## src/sv/swrt_pkg.sv

```systemverilog
`timescale 1ns / 1ps
package swrt_pkg;

  localparam int COL_W       = 10;
  localparam int ROW_W       = 10;
  localparam int CNT_W       = 11;
  localparam int TOTAL_W     = 21;
  localparam int MAX_COLUMNS = 1024;
  localparam int MAX_ROWS    = 1024;
  localparam int IN_DATA_W   = 24;
  localparam int OUT_DATA_W  = 48;
  localparam int FUNC_W      = 3;

  typedef enum logic [FUNC_W-1:0] {
    FN_CLEAR   = 3'd0,
    FN_MARK    = 3'd1,
    FN_QUERY   = 3'd2,
    FN_RESTART = 3'd3,
    FN_NEXT    = 3'd4
  } func_t;

  typedef enum logic [1:0] {
    STS_OK    = 2'd0,
    STS_RANGE = 2'd1,
    STS_EMPTY = 2'd2
  } status_t;

  typedef enum logic [2:0] {
    S_SWEEP,
    S_IDLE,
    S_EXEC,
    S_NEXT,
    S_REPLY
  } state_t;

  typedef struct packed {
    logic             marked;
    logic [ROW_W-1:0] lo;
    logic [ROW_W-1:0] hi;
  } entry_t;

  typedef struct packed {
    logic accept;
    logic rd_next;
    logic sweep;
    logic step_exec;
    logic step_next;
    logic step_clear;
  } ctrl_cmd_t;

  typedef struct packed {
    logic in_clear;
    logic next_hop;
    logic sweep_last;
  } dp_sts_t;

endpackage

```

## src/sv/swrt_ctrl.sv

```systemverilog
`timescale 1ns / 1ps
module swrt_ctrl
  import swrt_pkg::*;
(
  input  logic      clk,
  input  logic      rst_n,
  input  logic      in_tvalid,
  output logic      in_tready,
  output logic      out_tvalid,
  input  logic      out_tready,
  input  dp_sts_t   sts,
  output ctrl_cmd_t cmd
);

  state_t state_r, state_nxt;
  logic   reply_r, reply_nxt;
  logic   out_valid_r, out_valid_nxt;
  logic   out_free;

  always_ff @(posedge clk) begin
    if (!rst_n) begin
      state_r     <= S_SWEEP;
      reply_r     <= 1'b0;
      out_valid_r <= 1'b0;
    end else begin
      state_r     <= state_nxt;
      reply_r     <= reply_nxt;
      out_valid_r <= out_valid_nxt;
    end
  end

  always_comb begin
    out_free  = !out_valid_r || out_tready;
    state_nxt = state_r;
    reply_nxt = reply_r;
    in_tready = 1'b0;
    cmd       = '0;
    case (state_r)
      S_SWEEP: begin
        cmd.sweep = 1'b1;
        if (sts.sweep_last) begin
          state_nxt = reply_r ? S_REPLY : S_IDLE;
        end
      end
      S_IDLE: begin
        in_tready = 1'b1;
        if (in_tvalid) begin
          cmd.accept = 1'b1;
          if (sts.in_clear) begin
            state_nxt = S_SWEEP;
            reply_nxt = 1'b1;
          end else begin
            state_nxt = S_EXEC;
          end
        end
      end
      S_EXEC: begin
        if (sts.next_hop) begin
          cmd.rd_next = 1'b1;
          state_nxt   = S_NEXT;
        end else if (out_free) begin
          cmd.step_exec = 1'b1;
          state_nxt     = S_IDLE;
        end
      end
      S_NEXT: begin
        if (out_free) begin
          cmd.step_next = 1'b1;
          state_nxt     = S_IDLE;
        end
      end
      S_REPLY: begin
        if (out_free) begin
          cmd.step_clear = 1'b1;
          reply_nxt      = 1'b0;
          state_nxt      = S_IDLE;
        end
      end
      default: begin
        state_nxt = S_IDLE;
      end
    endcase
    out_valid_nxt = (out_valid_r && !out_tready) || cmd.step_exec || cmd.step_next ||
                    cmd.step_clear;
  end

  assign out_tvalid = out_valid_r;

endmodule

```

## config.mk

```make
export PLATFORM = sky130hd
export DESIGN_NAME = swrt_ctrl
export DESIGN_NICKNAME = d
export VERILOG_FILES = /design/src/sv/swrt_pkg.sv /design/src/sv/swrt_ctrl.sv
export SDC_FILE = /design/constraint.sdc
export NUM_CORES = 1
export LEC_CHECK = 0
export ABC_AREA = 1
export BUFFER_PORTS_ARGS = -buffer_cell sky130_fd_sc_hd__clkbuf_2
export CAP_MARGIN = 20
export CORE_AREA = 2 2 39 41
export DETAILED_ROUTE_END_ITERATION = 7
export DIE_AREA = 0 0 41 43
export PLACE_DENSITY_LB_ADDON = 0.1
export SETUP_SLACK_MARGIN = 0.2
export SYNTH_ARGS = -nofsm -noshare
export SYNTH_HDL_FRONTEND = slang
export SYNTH_SLANG_ARGS = --single-unit
```

## constraint.sdc

```tcl
create_clock -name clk -period 1.4 [get_ports clk]
set_input_delay 0.14 -clock clk [delete_from_list [all_inputs] [get_ports clk]]
set_output_delay 0.14 -clock clk [all_outputs]
set_load 0.02 [all_outputs]
```

==> impl_summary.md <==
Run status
The run finished with clean final reports.

Hold path
The startpoint identified for the worst hold timing path is rst_n. The number of cells on the worst hold path is 3. For hold timing, the worst endpoint is state_r[0]$_SDFFE_PN0P_. In this run the worst hold path is classified as input port to flop.

Floorplan
The floorplan step set the die width to 41 microns. The core outline area is 0.00138 sq mm. The effective utilization at floorplan is 26.0%. The die footprint is 0.00176 sq mm. The total I/O pin count is 15. The floorplan has 14 rows. The vertical extent of the die is 43 microns.

Clocking
The clock passes through at most 2 buffers. The cell at the root of the clock tree is clkbuf_4. Clock tree synthesis inserted a total of 3 buffers. The TritonCTS sink count is 5. The clock tree from TritonCTS is done. In this run the number of H-tree levels came out at 1. Clock-pin slew was measured on the worst setup and hold paths at 0.04 ns. The clock reaches the later pin of the worst-skew pair after 0.24 ns.

Finish
For this run, the post-layout net count is 96. The proportion of layout cells with a drive suffix above 1 is 51.1%. The area growth from synthesis to layout is 73.6%. The antenna diode instance count is 0. At the end of the flow the core is filled with cells to 45.2%.

Pwr
In this run the power density over the cells is 974 mW/mm^2. Cell internal power was estimated by the tool at 0.384 mW. Of the total power, registers draw 30.5%. The clock share of power is 27.1%.

The switching fraction of total power is 37.0%. The largest voltage drop on the vdd net is 0.677 mV. The analysis attributes to cell leakage a power of 0.338 nW. The net switching power is 0.226 mW. Combinational cells account for 42.4% of the total power.

Route
In this run the remaining antenna-violating nets after routing total 0. The number of search-and-repair iterations in the first detailed-routing pass is 4. In the routed design, unresolved DRC markers number 0. Dividing the detail-routed wire length by the instance count gives 9.87 microns.

The first routing iteration left 7 violations. The routed wire length is 1030 microns. The routed layout has 480 vias.

Using the TritonRoute via totals, the vias-per-cell ratio works out to 4.62.

Timing
The count of final hold-check violations is 0. The peak clock frequency supported by timing is 796 MHz. The slew of the pin with the lowest slew margin is 0.259 ns. The final number of setup-violating endpoints is 0. The share of the clock period used by the worst path after layout is 89.7%. The worst-case clock skew is 0.00131 ns.

The relative slew slack is 82.5%. The minimum period implied by the final worst setup slack is 1.26 ns. Setup repair after global routing could not meet its margin everywhere.

Setup total negative slack on the finished layout was measured at 0 ns. The worst-case hold slack is 0.164 ns. The max-slew violation total from the final report is 0.

Worst setup path
For flop-to-flop paths, the worst setup slack is 0.24 ns. The setup path with the least slack is of type flop to primary output. STA puts the critical path data required time at 1.26 ns. The launch point of the worst reg-to-reg path is state_r[2]$_SDFFE_PN0P_.

The arrival time at the worst endpoint is 1.12 ns. The logic depth of the worst register-to-register path is 7. STA classifies the critical path endpoint as a primary output.

The highest net fanout along the worst path is 4. The endpoint of the lowest-slack register-to-register path is out_tvalid$_SDFF_PN0_. The startpoint type of the worst setup path is a flop.

Synthesis
Synthesis inferred 5 register bits. The count of cell types in the netlist is 18. During synthesis, Yosys emitted a total of 0 warnings. Dividing the synthesized area by the synthesized cell count gives 6.01 sq um.

The post-synthesis instance area is 360 sq um. Synthesis produced 60 cells. The sequential area share after synthesis is 27.8%. The number of nets in the synthesized netlist is 67.

Global routing
Global routing consumed, over all layers together, 13.5% of the routing resources. The first global-routing pass estimated 1530 microns of wire. The number of antenna violations at the first check in global routing was 0.

The maximum number of pins on one net before global-route repair is 9. The via count of the first global-routing pass was 381. The leftover overflow at the end of global routing is 0.

Placement
Port buffering added 14 buffers. Routability-driven placement finished with a final weighted congestion of 0.831. Detailed placement finished with a half-perimeter wire length of 734 microns.

Flow run
Across the run, the number of max-cap violations was 0.
## repair_timing
| action | in CTS | in global routing |
|---|---|---|
| resized for setup | 17 | 14 |
| pin swaps | 2 | 5 |
| setup endpoints to repair | 7 | 8 |
| hold buffers | 0 | 0 |
| setup buffers | 8 | 3 |
## state kept, by name (all words and copies together) (netlist names)
| signal | flops |
|---|---|
| out_tvalid | 1 |
| reply_r | 1 |
| state_r | 3 |
## per-stage QoR
stage                     area (sq um)  setup WS, ns  std cells  power [mW]
final                              626         0.144        104       0.609
after global placement             444         0.243         89       0.384
after CTS                          582         0.104        101       0.590
after global routing               626        0.0751        104       0.662
after detailed placement           444         0.247         89       0.380
after floorplan                    365         0.248         60       0.328
## cells in the final DEF (no fill, tap or decap), types with 3 or more instances in the layout
cell / count
a21oi_1: 3
nand2_2: 3
clkbuf_4: 3
buf_4: 12
clkbuf_2: 7
nand2_1: 12
dfxtp_4: 3
buf_6: 3
nand3_1: 3
nor2_1: 6
inv_1: 9
## worst max-delay path: stages (launching register included)
cell and delay (ns):
dfxtp_4 0.36, inv_4 0.06, nand3_2 0.07, nor3_2 0.20, buf_4 0.17
## routing by layer
metal | up-vias | global-route usage [%] | share of wire [%]
met1 | 219 | 16.1 | 42
met5 | - | 0 | 0
met3 | 4 | 6.28 | 7.3
met2 | 13 | 19.7 | 50
met4 | 0 | 6.00 | 1.5
li1 | 244 | - | -
## power by group through the flow
| stage | registers [mW] | clock network (mW) | logic [mW] |
|---|---|---|---|
| after CTS | 0.185 | 0.171 | 0.234 |
| after global routing | 0.188 | 0.186 | 0.288 |
| after detailed placement | 0.184 | 0 | 0.197 |
| after floorplan | 0.180 | 0 | 0.148 |
| final | 0.186 | 0.165 | 0.259 |
| after global placement | 0.184 | 0 | 0.200 |
## how the worst max path moves through the flow
stage	startpoint	slack, ns	to	cells past startpoint
after floorplan	out_tvalid$_SDFF_PN0_	0.25	out_tvalid$_SDFF_PN0_	4
after global placement	state_r[0]$_SDFFE_PN0P_	0.24	cmd[5]	5
after detailed placement	state_r[0]$_SDFFE_PN0P_	0.25	cmd[1]	5
after CTS	state_r[0]$_SDFFE_PN0P_	0.10	cmd[2]	4
after global routing	state_r[0]$_SDFFE_PN0P_	0.08	cmd[0]	4
final	state_r[2]$_SDFFE_PN0P_	0.14	cmd[2]	4
## layout make-up
| type | instances | area, sq um |
|---|---|---|
| clock buffers | 4 | 26.3 |
| multi-input cells | 42 | 234 |
| well taps | 16 | 20.0 |
| repair buffers | 25 | 183 |
| inverters | 12 | 50.0 |
| flip-flops and latches | 5 | 113 |
| fillers | 149 | 758 |
## kinds of logic after synthesis
group / share of synthesized area, %
flops: 27.8
compound gates: 12.2
simple gates: 44.4
buf+inv: 15.6
## cells in the mapped netlist (all sizes together)
library cell,n,share of area [%]
nand3b,1,2.1
nor2,9,12
a21oi,3,4.2
dfxtp,5,28
nand2,15,16
o22ai,1,1.7
o21a,1,2.1
inv,12,13
nand3,5,6.9
o21ai,3,4.2
nand4,2,3.5
buf,1,3.1
nor3,2,4.2
(Power assumes the default switching activity.)
